==> src/design/bfsa_pkg.sv <==
// ----------------------------------------------------------------------------
// Best-fit share allocator package
// Shared types, constants and sequencer states for the allocator.
// ----------------------------------------------------------------------------
package bfsa_pkg;

  localparam int unsigned MAX_UNITS_DEF = 8;

  localparam logic [6:0] FULL_SHARE   = 7'd100;
  localparam logic [6:0] NO_FIT_BOUND = 7'd101;

  typedef enum logic {
    ACT_ALLOC   = 1'b0,
    ACT_RELEASE = 1'b1
  } bfsa_action_e;

  typedef enum logic [1:0] {
    ST_IDLE,
    ST_SCAN,
    ST_RLS,
    ST_UPDATE
  } bfsa_state_e;

  typedef struct packed {
    bfsa_action_e action;
    logic [6:0]   amount;
    logic [2:0]   unit_index;
  } bfsa_req_t;

  typedef struct packed {
    logic [2:0] chosen_unit;
    logic       fell_back;
    logic [6:0] remaining;
  } bfsa_rsp_t;

endpackage

==> src/design/best_fit_share_allocator_unit.sv <==
// Sequence: an allocate reads the share of every active unit in turn (1 to 8 by default),
// folds the last read into the trackers as the scan exits, then writes back in one update;
// a release reads one share and writes it back. busy falls with the result strobe and the
// next start is taken at the edge that ends it, so a new request waits for the last result.
// Reset: all shares read as 100 (valid bits cleared), unit count is 1, block is idle.
// The receiver cannot stall: each result is shown for exactly one cycle on done_o.
// ----------------------------------------------------------------------------
// Best-fit share allocator unit
// Tracks free capacity per compute unit; allocates by best fit with a
// most-free fallback, and takes releases back with saturation at 100.
// ----------------------------------------------------------------------------
module best_fit_share_allocator_unit #(
  parameter int unsigned MAX_UNITS = bfsa_pkg::MAX_UNITS_DEF
) (
  input  logic                clk_i,
  input  logic                rst_ni,
  input  logic                start,
  output logic                busy,
  input  bfsa_pkg::bfsa_req_t req_i,
  input  logic                cfg_we_i,
  input  logic [3:0]          cfg_wdata_i,
  output logic                done_o,
  output bfsa_pkg::bfsa_rsp_t rsp_o
);

  localparam int unsigned IdxW = (MAX_UNITS > 1) ? $clog2(MAX_UNITS) : 1;
  localparam int unsigned CntW = $clog2(MAX_UNITS + 1);

  // Sequencer and request hold
  bfsa_pkg::bfsa_state_e state_q, state_d;
  bfsa_pkg::bfsa_req_t   req_q, req_d;
  logic [3:0]            unit_count_q;

  // Scan counter and compare pipeline stage
  logic [CntW-1:0] cnt_q, cnt_d;
  logic            cmp_vld_q, cmp_vld_d;
  logic [IdxW-1:0] cmp_idx_q, cmp_idx_d;

  // Running best fit and most free trackers
  logic [6:0]      best_q, best_d;
  logic [IdxW-1:0] best_idx_q, best_idx_d;
  logic            found_q, found_d;
  logic [6:0]      most_q, most_d;
  logic [IdxW-1:0] most_idx_q, most_idx_d;

  // Share memory: one read port with registered data, one write port
  logic [6:0]           mem_q [MAX_UNITS];
  logic [MAX_UNITS-1:0] valid_q;
  logic [6:0]           rdata_q;
  logic                 rbit_q;
  logic [IdxW-1:0]      rd_addr;
  logic                 wr_en;
  logic [IdxW-1:0]      wr_addr;
  logic [6:0]           wr_data;

  // Result register
  logic                done_q, done_d;
  bfsa_pkg::bfsa_rsp_t rsp_q, rsp_d;

  // Derived values
  logic [CntW-1:0] n_active;
  logic [6:0]      share;
  logic            idx_ok;
  logic [6:0]      sel_share;
  logic [IdxW-1:0] sel_idx;
  logic [7:0]      rel_sum;
  logic [6:0]      rel_sat;
  logic [6:0]      alloc_left;

  // Clamp the unit count into 1..MAX_UNITS
  always_comb begin
    if (unit_count_q == 4'd0) begin
      n_active = CntW'(1);
    end else if (32'(unit_count_q) > 32'(MAX_UNITS)) begin
      n_active = CntW'(MAX_UNITS);
    end else begin
      n_active = CntW'(unit_count_q);
    end
  end

  // An entry never written reads as a full share
  assign share  = rbit_q ? rdata_q : bfsa_pkg::FULL_SHARE;
  assign idx_ok = 32'(req_q.unit_index) < 32'(n_active);

  assign sel_share  = found_q ? best_q : most_q;
  assign sel_idx    = found_q ? best_idx_q : most_idx_q;
  assign alloc_left = (sel_share > req_q.amount) ? (sel_share - req_q.amount) : 7'd0;
  assign rel_sum    = {1'b0, share} + {1'b0, req_q.amount};
  assign rel_sat    = (rel_sum > {1'b0, bfsa_pkg::FULL_SHARE}) ? bfsa_pkg::FULL_SHARE
                                                               : rel_sum[6:0];

  always_comb begin
    state_d    = state_q;
    req_d      = req_q;
    cnt_d      = cnt_q;
    cmp_vld_d  = 1'b0;
    cmp_idx_d  = cmp_idx_q;
    best_d     = best_q;
    best_idx_d = best_idx_q;
    found_d    = found_q;
    most_d     = most_q;
    most_idx_d = most_idx_q;
    done_d     = 1'b0;
    rsp_d      = rsp_q;
    rd_addr    = '0;
    wr_en      = 1'b0;
    wr_addr    = '0;
    wr_data    = '0;

    // Compare stage: fold the share read last cycle into both trackers
    if (cmp_vld_q) begin
      if ((share >= req_q.amount) && (share < best_q)) begin
        best_d     = share;
        best_idx_d = cmp_idx_q;
        found_d    = 1'b1;
      end
      // Strict greater keeps the lowest index on ties
      if ((cmp_idx_q == '0) || (share > most_q)) begin
        most_d     = share;
        most_idx_d = cmp_idx_q;
      end
    end

    unique case (state_q)
      bfsa_pkg::ST_IDLE: begin
        if (start) begin
          req_d      = req_i;
          cnt_d      = '0;
          best_d     = bfsa_pkg::NO_FIT_BOUND;
          best_idx_d = '0;
          found_d    = 1'b0;
          most_d     = '0;
          most_idx_d = '0;
          state_d    = (req_i.action == bfsa_pkg::ACT_ALLOC) ? bfsa_pkg::ST_SCAN
                                                             : bfsa_pkg::ST_RLS;
        end
      end
      bfsa_pkg::ST_SCAN: begin
        // Issue one read per cycle; the last compare runs as the scan exits
        if (cnt_q < n_active) begin
          rd_addr   = cnt_q[IdxW-1:0];
          cmp_vld_d = 1'b1;
          cmp_idx_d = cnt_q[IdxW-1:0];
          cnt_d     = cnt_q + CntW'(1);
        end else begin
          state_d = bfsa_pkg::ST_UPDATE;
        end
      end
      bfsa_pkg::ST_RLS: begin
        rd_addr = idx_ok ? IdxW'(req_q.unit_index) : '0;
        state_d = bfsa_pkg::ST_UPDATE;
      end
      bfsa_pkg::ST_UPDATE: begin
        done_d  = 1'b1;
        state_d = bfsa_pkg::ST_IDLE;
        if (req_q.action == bfsa_pkg::ACT_ALLOC) begin
          wr_en             = 1'b1;
          wr_addr           = sel_idx;
          wr_data           = alloc_left;
          rsp_d.chosen_unit = 3'(sel_idx);
          rsp_d.fell_back   = !found_q;
          rsp_d.remaining   = alloc_left;
        end else begin
          // Release to an inactive unit changes nothing and reports zero
          wr_en             = idx_ok;
          wr_addr           = IdxW'(req_q.unit_index);
          wr_data           = rel_sat;
          rsp_d.chosen_unit = req_q.unit_index;
          rsp_d.fell_back   = 1'b0;
          rsp_d.remaining   = idx_ok ? rel_sat : 7'd0;
        end
      end
      default: begin
        state_d = bfsa_pkg::ST_IDLE;
      end
    endcase
  end

  always_ff @(posedge clk_i or negedge rst_ni) begin
    if (!rst_ni) begin
      state_q      <= bfsa_pkg::ST_IDLE;
      unit_count_q <= 4'd1;
      cnt_q        <= '0;
      cmp_vld_q    <= 1'b0;
      done_q       <= 1'b0;
      valid_q      <= '0;
      rbit_q       <= 1'b0;
    end else begin
      state_q   <= state_d;
      cnt_q     <= cnt_d;
      cmp_vld_q <= cmp_vld_d;
      done_q    <= done_d;
      rbit_q    <= valid_q[rd_addr];
      if (cfg_we_i) begin
        unit_count_q <= cfg_wdata_i;
      end
      if (wr_en) begin
        valid_q[wr_addr] <= 1'b1;
      end
    end
  end

  // Payload registers: no reset needed
  always_ff @(posedge clk_i) begin
    req_q      <= req_d;
    cmp_idx_q  <= cmp_idx_d;
    best_q     <= best_d;
    best_idx_q <= best_idx_d;
    found_q    <= found_d;
    most_q     <= most_d;
    most_idx_q <= most_idx_d;
    rsp_q      <= rsp_d;
  end

  // Share memory
  always_ff @(posedge clk_i) begin
    if (wr_en) begin
      mem_q[wr_addr] <= wr_data;
    end
    rdata_q <= mem_q[rd_addr];
  end

  assign busy   = (state_q != bfsa_pkg::ST_IDLE);
  assign done_o = done_q;
  assign rsp_o  = rsp_q;

endmodule

==> config.mk <==
export PLATFORM = sky130hd
export DESIGN_NAME = best_fit_share_allocator_unit
export DESIGN_NICKNAME = d
export VERILOG_FILES = /design/src/design/bfsa_pkg.sv /design/src/design/best_fit_share_allocator_unit.sv
export SDC_FILE = /design/constraint.sdc
export NUM_CORES = 1
export LEC_CHECK = 0
export ABC_AREA = 0
export ABC_CLOCK_PERIOD_IN_PS = 4300
export BUFFER_PORTS_ARGS = -buffer_cell sky130_fd_sc_hd__buf_2
export CAP_MARGIN = 10
export CORE_ASPECT_RATIO = 1.75
export CORE_MARGIN = 10
export CORE_UTILIZATION = 45
export DETAILED_ROUTE_END_ITERATION = 10
export PLACE_DENSITY = 0.68
export SETUP_SLACK_MARGIN = 0.5
export SLEW_MARGIN = 20
export SYNTH_ARGS = -nofsm -noshare
export SYNTH_HDL_FRONTEND = slang
export SYNTH_SLANG_ARGS = --single-unit
==> constraint.sdc <==
create_clock -name clk_i -period 4.3 [get_ports clk_i]
set_input_delay 0.645 -clock clk_i [delete_from_list [all_inputs] [get_ports clk_i]]
set_output_delay 0.645 -clock clk_i [all_outputs]
set_load 0.005 [all_outputs]
==> metrics.txt, run 1 <==
drt drc 0; TritonRoute pass-1 iters 8; HPWL after DPL between 10,000 and 15,000 µm; async set-reset flop share out of synthesis roughly 16%; Area Growth Syn to Fin 14.4%; initial antenna violation count 0; CTS root buffer clkbuf_16; gr ovfl total 0; critical path launch point rbit_q; logic gate share of total power between 40% and 50%; crit path DAT around 3.5 ns; fmax a little under 300 MHz; critical path's most frequent cell nand2b_1; area leader, netlist edfxtp_1; count of cell types in the netlist 67; Via density 5.80; Crit Path Category reg2reg; setup violators final 0; pwr dens 776 mW/mm²; Final TNS setup 0 ns; Most used DFF post-synth edfxtp_1; PortBufs 31; Clock Path Buffers 2; CP cell instances nand2b_1 -> ha_1 -> nand2b_1 -> a221oi_1 -> nor2_1 -> or3_1 -> o211ai_1 -> nand3_1 -> o21ai_0; Fin. Hold Viols 0; final wirelength 16,900 µm; Max-slew headroom between 40% and 50%; share of cells above drive strength 1 approximately 17%; number of fillers in the final layout 1,290; Util after Layout 52.6%; post-CTS setup buffer count 0; H-Tree Depth 4; Top delay family on crit path compound AO/OA/AOI/OAI gates; CP required roughly 4.4 ns; ANT nets after route 0; peak supply drop roughly 0.27 mV; leading post-synthesis cells by cell area edfxtp_1 (35%), ha_1 (8.4%), dfxtp_1 (8.2%); status completed; Vias ~4.9k; Tmin final around 3.4 ns; Post-Syn Nets 669; Post-synth EDFFs about 80; core box area approximately 0.015 mm²; post-synthesis sequential area ratio 51.3%; R2R Setup Slk between 0.9 and 1 ns; clock latency on the worst-skew pair roughly 0.42 ns; sequential power share about 31%; gr busiest metal met2; met1 Use GR ~16%; Starting Density ~46%; type of the worst min-delay path in2async; Synth Cell Area approximately 0.0069 mm²; largest net degree at the start of global routing 27; M2 GR Usage a little under a third; Synth Instances 602; clk slew on worst S/H paths ~0.06 ns; Int Pwr ~3500 µW; RePlAce Congestion approximately 0.91; RR Startpoint rbit_q; die height 183 µm; CTS tree done; Max-Cap Viols 0; clock skew approximately 0.0098 ns; DRT iter0 DRCs around 420; GRT Total Usage about 16%; DR WL/cell 20.0 µm; Crit-path slowest cell o21ai_0; CTS Buf Count 17; #FFs+latches synth 130; Nets 714; Worst Path Buf+Inv 0; commonest non-fill, non-tap cells in the layout edfxtp_1 (81), nand2_1 (66), ha_1 (46), mux2i_1 (43), inv_1 (42); period utilization ~79%; total power roughly 6000 µW; CP endpoint kind flop; Slew Limit Fails 0; Cell Rows 59; Worst-Margin Slew slightly below 0.9 ns; sw frac a little over two fifths; total die area ~0.021 mm²; Hold-fix buffers, CTS 0; max incr delay on CP around 0.57 ns; Net Switching around 2600 µW; Clk network pwr share between 20% and 30%; Die X-Extent ~110 µm; Yosys warnings 0; clk sinks 130; CP startpoint kind flop; RSZ-0062 raised after global routing false; most common cell after layout, fill and taps aside edfxtp_1; crit-path max FO 8; first-pass GRT wire length between 20,000 and 30,000 µm; Resized cells post-CTS 0; vias in the first global route 5,178; GRT met3 Usage approximately 3.2%; Mean Syn Cell Area around 11 µm²; Synth top area share between 30% and 40%; ANT cells 0; Static Leak 0.00336 µW; IO Count 32
path summary, 6_finish.rpt:
check	to	cells after the start
max	mem_q[3][2]	9
max reg2reg	mem_q[3][2]	9
min in group clk_i	req_q[1]	1
min	done_o	1
max in group asynchronous	unit_count_q[0]	1
min reg2reg	valid_q[7]	1
Yosys cell counts, types with 2 or more instances:
library cell	instances
a211oi_1	6
a21o_1	8
a21oi_1	18
a221oi_1	2
a221oi_2	9
a22o_1	4
a22oi_1	2
a31o_2	2
a32o_1	10
a32oi_1	3
and2_1	7
and3_1	4
buf_1	2
buf_2	4
buf_4	2
clkbuf_1	8
dfrtp_1	20
dfxtp_1	28
edfxtp_1	81
fa_1	2
ha_1	46
inv_1	42
mux2_2	3
mux2i_1	43
nand2_1	66
nand2b_1	28
nand3_1	6
nand4_1	3
nor2_1	20
nor2b_1	9
nor3_1	13
nor3b_1	3
nor4_1	7
o2111ai_1	2
o211ai_1	2
o21a_1	8
o21ai_0	30
o21ai_1	3
o31a_1	3
or2_2	9
or3_1	2
xnor2_1	4
xor2_1	4
final cells by class:
cell class | instances | area [µm²] | share of cell area [%]
well taps | 183 | 229 | 2.92
clock inverters | 15 | 163 | 2.07
repair buffers | 44 | 253 | 3.22
clock buffers | 17 | 425 | 5.42
inverters | 42 | 158 | 2.01
flip-flops and latches | 130 | 3520 | 44.9
multi-input cells | 412 | 3100 | 39.5
state kept, by name, summed over array words and instances (netlist names), 4 cells and up:
register and cells:
best_q 7, cnt_q 4, mem_q 56, most_q 7, rdata_q 7, req_q 11
rsp_o 11, unit_count_q 4, valid_q 8
power groups by stage:
stage | Sequential [µW] | Combinational, µW | Clock (µW)
2_1_floorplan | 1830 | 2040 | 0
5_1_grt | 1900 | 3070 | 1480
3_3_place_gp | 1880 | 2660 | 0
6_report | 1860 | 2810 | 1410
3_5_place_dp | 1890 | 2760 | 0
4_1_cts | 1860 | 2790 | 1430
layer usage:
layer / up-vias / share of wire (%)
met3: 55 / 3.5
met4: 0 / 5.2
met1: 2392 / 36
met5: - / 0
met2: 139 / 55
li1: 2301 / -
cell families after synthesis:
group / share of synthesized area [%]
AOI/OAI and AO/OA: 14.8
adders and majority gates: 8.98
xor gates and xnor gates: 1.02
buffers and inverters: 3.60
DFF: 51.3
and+or+nand+nor: 13.5
muxes: 6.77
worst reg2reg max path, delay by kind of cell (launching register included):
kind,cells,cell delay (ns)
flip-flops,1,0.49
adder cells (fa/ha/maj),1,0.43
AND/OR/NAND/NOR,5,1.05
AO/OA/AOI/OAI,3,1.12
stage by stage:
step | cell area, µm² | hold slack (ns) | cells | setup slack (ns)
final | 7840 | 0.178 | 843 | 0.920
after CTS | 7840 | 0.187 | 843 | 0.944
after detailed placement | 7260 | 0.446 | 811 | 0.974
after global placement | 7260 | 0.443 | 811 | 1.02
after global routing | 7840 | 0.220 | 843 | 0.680
after floorplan | 6860 | 0.349 | 602 | 1.32
Power figures use the tool's default switching activity.
==> run 2, diff against run 1 <==
Settings changed: ABC_CLOCK_PERIOD_IN_PS 4300 to 3000, PLACE_DENSITY 0.68 to 0.71.
Clock period 4.3 ns to 3 ns, I/O delays scaled along.
==> run 2 against run 1 <==
Against the previous run: the flow now finishes with violations (hold timing); first-iteration DRC count down 1.4%; routed wire length up 8.5%; sequential share of layout area down 5.1 points; via count up 7.0%; clock power up 44%; die area unchanged; fmax up 19%; critical path type unchanged; largest power group unchanged; highest routed layer unchanged.
==> metrics.txt, run 2 (same netlist as run 1, synthesis figures left out) <==
Clock Path Buffers 2 (unchanged); CP startpoint kind flop; Hold-fix buffers, CTS 0 (unchanged); Util after Layout 59.5% (+6.9 points); Via density 5.78 (-0.33%); largest net degree at the start of global routing 27 (unchanged); die height 183 µm (unchanged); CTS root buffer clkbuf_16; IO Count 32 (unchanged); critical path launch point rbit_q; H-Tree Depth 4 (unchanged); largest register by flop count mem_q; clock latency on the worst-skew pair 0.42 ns (about the same); status finished, violations left; drt drc 0 (unchanged); ANT cells 0 (unchanged); CTS Buf Count 17 (unchanged); share of cells above drive strength 1 35.0% (+18 points); PortBufs 31 (unchanged); Static Leak 0.00379 µW (+13%); max incr delay on CP 0.47 ns (-0.10 ns); HPWL after DPL 12,900 µm (+4.7%); worst r2r path cells 10 (+1); clk sinks 130 (unchanged); final wirelength 18,300 µm (+8.5%); CP required 3.15 ns (-1.27 ns); Hold Slack -0.00402 ns (-0.182 ns); CTS tree done; CP endpoint kind flop; Max-slew headroom 47.7% (+5.6 points); Area Growth Syn to Fin 29.4%; Nets 776 (+8.7%); RR Startpoint rbit_q; fmax 352 MHz (+19%); type of the worst min-delay path in2async; Vias 5,229 (+7.0%); peak supply drop 0.463 mV (+70%); DRT iter0 DRCs 415 (-1.4%); Tmin final 2.84 ns (-0.541 ns); TritonRoute pass-1 iters 7 (-1); core box area 0.0149 mm² (unchanged); most common cell after layout, fill and taps aside edfxtp_1; number of fillers in the final layout 1,132 (-12%); vias in the first global route 5,400 (+4.3%); Cell Rows 59 (unchanged); crit path DAT 2.99 ns (-0.51 ns); R2R Setup Slk 0.16 ns (-0.76 ns); max reg flops 56 (unchanged); commonest non-fill, non-tap cells in the layout edfxtp_1 (81), buf_4 (64), nand2_1 (61), mux2i_1 (42), inv_1 (38); setup violators final 0 (unchanged); GRT Total Usage 17.4% (+1.1 points); total power 10,300 µW (+69%); initial antenna violation count 0 (unchanged); failing checks hold timing; Starting Density 46.0% (unchanged); crit path capture mem_q[7][0]; Max-Cap Viols 0 (unchanged); total die area 0.0208 mm² (unchanged); Crit Path Category reg2reg; Slew Limit Fails 0 (unchanged); Crit-path slowest cell dfrtp_2; RSZ-0062 raised after global routing true; gr ovfl total 0 (unchanged); pwr dens 1160 mW/mm² (+49%); Worst-Margin Slew 0.783 ns (-0.0822 ns); Fin. Hold Viols 4 (+4); first-pass GRT wire length 28,600 µm (+6.8%); Die X-Extent 113 µm (unchanged); crit-path max FO 8 (unchanged); clock skew 0.0115 ns (+0.00172 ns); DR WL/cell 20.3 µm (+1.1%); RePlAce Congestion 0.937 (+2.5%); critical path's most frequent cell nand2b_4; clk slew on worst S/H paths 0.07 ns (about the same); Reg2Reg Capture Point mem_q[7][0]; ANT nets after route 0 (unchanged); CP cell instances buf_4 -> nand2b_4 -> ha_4 -> nand2b_4 -> a221oi_2 -> nor2_1 -> or3_1 -> o211ai_1 -> nand3_2 -> a32o_2; period utilization 94.6% (+16 points)
==> run 2: layer usage <==
| layer | share of wire, % | up-vias | global-route usage [%] |
|---|---|---|---|
| met2 | 56 | 150 | 32.5 |
| met3 | 3.1 | 63 | 3.01 |
| li1 | - | 2429 | - |
| met4 | 4.9 | 0 | 10.2 |
| met1 | 36 | 2587 | 17.4 |
| met5 | 0 | - | 0 |
==> run 2: timing repair <==
| action | in CTS | in global routing |
|---|---|---|
| buffers inserted | 27 | 15 |
| setup endpoints to repair | 140 | 138 |
| gates resized for setup | 64 | 33 |
| pin swaps | 27 | 28 |
==> run 2: power by group <==
| part | total (µW) | switching, µW | leakage, µW | internal (µW) |
|---|---|---|---|---|
| registers | 2680 | 241 | 0.00124 | 2440 |
| logic | 5570 | 3100 | 0.00226 | 2470 |
| clock network | 2030 | 915 | 0.000287 | 1120 |
==> run 2: how the worst min path moves through the flow <==
stage | endpoint | slack, ns | cells past startpoint
global placement | valid_q[3] | 0.44 | 1
global route | unit_count_q[1] | 0.03 | 1
finish | unit_count_q[1] | -0.004 | 1
floorplan | cmp_vld_q | 0.15 | 0
detailed placement | valid_q[3] | 0.44 | 1
CTS | unit_count_q[1] | 0.006 | 1
==> run 2: layout make-up <==
class,count,area (µm²),area share [%]
Clock inverter,15,170,1.92
Clock buffer,17,425,4.79
Timing Repair Buffer,106,795,8.95
Tap cell,183,229,2.58
Inverter,42,158,1.78
Sequential cell,130,3530,39.7
Multi-Input combinational cell,412,3570,40.2
==> run 2: per-stage QoR <==
stage               setup slack, ns  setup TNS [ns]  hold slack [ns]  area, µm²  instances
floorplan                     0.267               0            0.154       6930        602
global placement             0.0463               0            0.443       7470        831
detailed placement         -0.00509         -0.0598            0.444       7470        831
CTS                           0.227               0          0.00639       8580        890
global route                  0.104               0           0.0287       8870        905
finish                        0.161               0         -0.00402       8870        905
==> run 2: critical path, delay by kind of cell, from the launching register on <==
family	cells	cell delay, ns
and+or+nand+nor	5	0.89
AOI/OAI and AO/OA	3	0.81
DFF	1	0.47
adders and majority gates	1	0.21
buffers and inverters	1	0.17
==> run 3, diff against run 2 <==
Settings changed: HOLD_SLACK_MARGIN from default to 0.02.
==> run 3 against run 2 <==
Against the previous run: largest cell class unchanged; via count up 1.1%; non-clock buffer count grew 1; sequential power barely moved; routed wire length is 0.32% higher; setup slack improved by 0.018 ns; the run now ends clean; sequential cell count unchanged.
==> metrics.txt, run 3 (same netlist as run 1, synthesis figures left out) <==
Vias 5,284 (+1.1%); TritonRoute pass-1 iters 5 (-2); CP startpoint kind flop; pwr dens 1160 mW/mm² (about the same); GRT Total Usage 17.4% (about the same); critical path's most frequent cell nand2b_4; ANT nets after route 0 (unchanged); IO Count 32 (unchanged); crit-path max FO 8 (unchanged); drt drc 0 (unchanged); most common cell after layout, fill and taps aside edfxtp_1; peak supply drop 0.461 mV (-0.49%); Clock Path Buffers 2 (unchanged); DR WL/cell 20.3 µm (+0.21%); vias in the first global route 5,406 (+0.11%); CP cell instances buf_4 -> nand2b_4 -> ha_4 -> nand2b_4 -> a221oi_2 -> nor2_1 -> or3_1 -> o211ai_1 -> nand3_2 -> a32o_2; RePlAce Congestion 0.937 (unchanged); Via density 5.83 (+0.94%); HPWL after DPL 12,900 µm (unchanged); period utilization 94.0% (-0.60 points); CP required 3.15 ns (about the same); Slew Limit Fails 0 (unchanged); CTS root buffer clkbuf_16; ANT cells 0 (unchanged); DRT iter0 DRCs 443 (+6.7%); Fin. Hold Viols 0 (-4); Worst-Margin Slew 0.799 ns (+0.0157 ns); clock skew 0.0115 ns (-0.0000107 ns); final wirelength 18,400 µm (+0.32%); Tmin final 2.82 ns (-0.0181 ns); die height 183 µm (unchanged); max incr delay on CP 0.48 ns (about the same); Max-slew headroom 46.7% (-1.1 points); Worst Path Buf+Inv 1 (unchanged); total die area 0.0208 mm² (unchanged); status completed; Max-Cap Viols 0 (unchanged); core box area 0.0149 mm² (unchanged); share of cells above drive strength 1 35.0% (-0.048 points); max reg flops 56 (unchanged); Cell Rows 59 (unchanged); clock latency on the worst-skew pair 0.42 ns (about the same); gr ovfl total 0 (unchanged); H-Tree Depth 4 (unchanged); Util after Layout 59.6% (+0.067 points); Crit-path slowest cell dfrtp_2; Area Growth Syn to Fin 29.6%; Final Instance Area 0.00888 mm² (+0.11%); Crit Path Category reg2reg; PortBufs 31 (unchanged); commonest non-fill, non-tap cells in the layout edfxtp_1 (81), buf_4 (64), nand2_1 (61), mux2i_1 (42), inv_1 (38); fmax 354 MHz (+0.64%); CTS tree done; largest net degree at the start of global routing 27 (unchanged); initial antenna violation count 0 (unchanged); setup violators final 0 (unchanged); Top delay family on crit path simple AND/OR/NAND/NOR gates; Nets 777 (+0.13%); Static Leak 0.00380 µW (+0.11%); type of the worst min-delay path in2reg; largest register by flop count mem_q; crit path DAT 2.97 ns (-0.02 ns); Die X-Extent 113 µm (unchanged); dpl cell area 0.00747 mm² (unchanged); clk slew on worst S/H paths 0.07 ns (about the same); RSZ-0062 raised after global routing true; Starting Density 46.0% (unchanged); CTS Buf Count 17 (unchanged); clk sinks 130 (unchanged); CP endpoint kind flop; first-pass GRT wire length 28,600 µm (about the same)
==> run 3: cell count changes in the layout (fill, tap and decap cells not counted) <==
| cell | delta |
|---|---|
| dlygate4sd3_1 | +1 |
==> run 3: final cells by class <==
class | instances | area, µm²
Clock inverter | 15 | 170
Tap cell | 183 | 229
Clock buffer | 17 | 425
Fill cell | 1133 | 6030
Multi-Input combinational cell | 412 | 3570
Timing Repair Buffer | 107 | 805
Sequential cell | 130 | 3530
Inverter | 42 | 158
==> run 3: path summary, 6_finish.rpt <==
check                           depth (start not counted)  slack, ns               to        from
max in group asynchronous                               2       2.07           rbit_q      rst_ni
worst min register to register                          1       0.46       valid_q[3]  valid_q[3]
worst max register to register                         10       0.18      mem_q[1][0]      rbit_q
min in group asynchronous                               2       0.54  unit_count_q[1]      rst_ni
worst max-delay path                                   10       0.18      mem_q[1][0]      rbit_q
worst min-delay path                                    1       0.20         req_q[1]    req_i[1]
==> run 3: where the power goes <==
group | leakage, µW | switching, µW | total (µW) | internal, µW
sequential | 0.00124 | 242 | 2690 | 2440
combinational | 0.00227 | 3110 | 5570 | 2470
clock | 0.000287 | 919 | 2040 | 1120
total | 0.00380 | 4270 | 10300 | 6030
==> run 3: worst reg2reg max path, cell delays in order (launching register included) <==
cell and delay, ns:
dfrtp_2 0.48, buf_4 0.17, nand2b_4 0.08, ha_4 0.22
nand2b_4 0.14, a221oi_2 0.27, nor2_1 0.11, or3_1 0.31
o211ai_1 0.16, nand3_2 0.24, a32o_2 0.37
==> run 3: timing repair <==
item                                    4_1_cts  5_1_grt
hold endpoints to repair                     19        0
endpoints found under the setup margin      140      138
pin swaps                                    27       28
buffers inserted                             27       15
gates resized for setup                      64       33
hold buffers                                  1        0
==> run 3: routing by layer <==
| layer | share of wire, % | GRT usage (%) | vias up | routed length, µm |
|---|---|---|---|---|
| met4 | 5.1 | 10.2 | 0 | 942 |
| met2 | 56 | 32.5 | 158 | 10200 |
| met3 | 3.5 | 3.01 | 71 | 649 |
| li1 | - | - | 2424 | - |
| met5 | 0 | 0 | - | 0 |
| met1 | 36 | 17.4 | 2631 | 6590 |
==> run 3: per-stage QoR <==
step	instances	TNS [ns]	setup WS [ns]	hold WS [ns]	total power (µW)
finish	906	0	0.179	0.203	10300
global route	906	0	0.104	0.193	10900
CTS	891	0	0.227	0.194	9780
detailed placement	831	-0.0598	-0.00509	0.444	6970
global placement	831	0	0.0463	0.443	6820
floorplan	602	0	0.267	0.154	5660
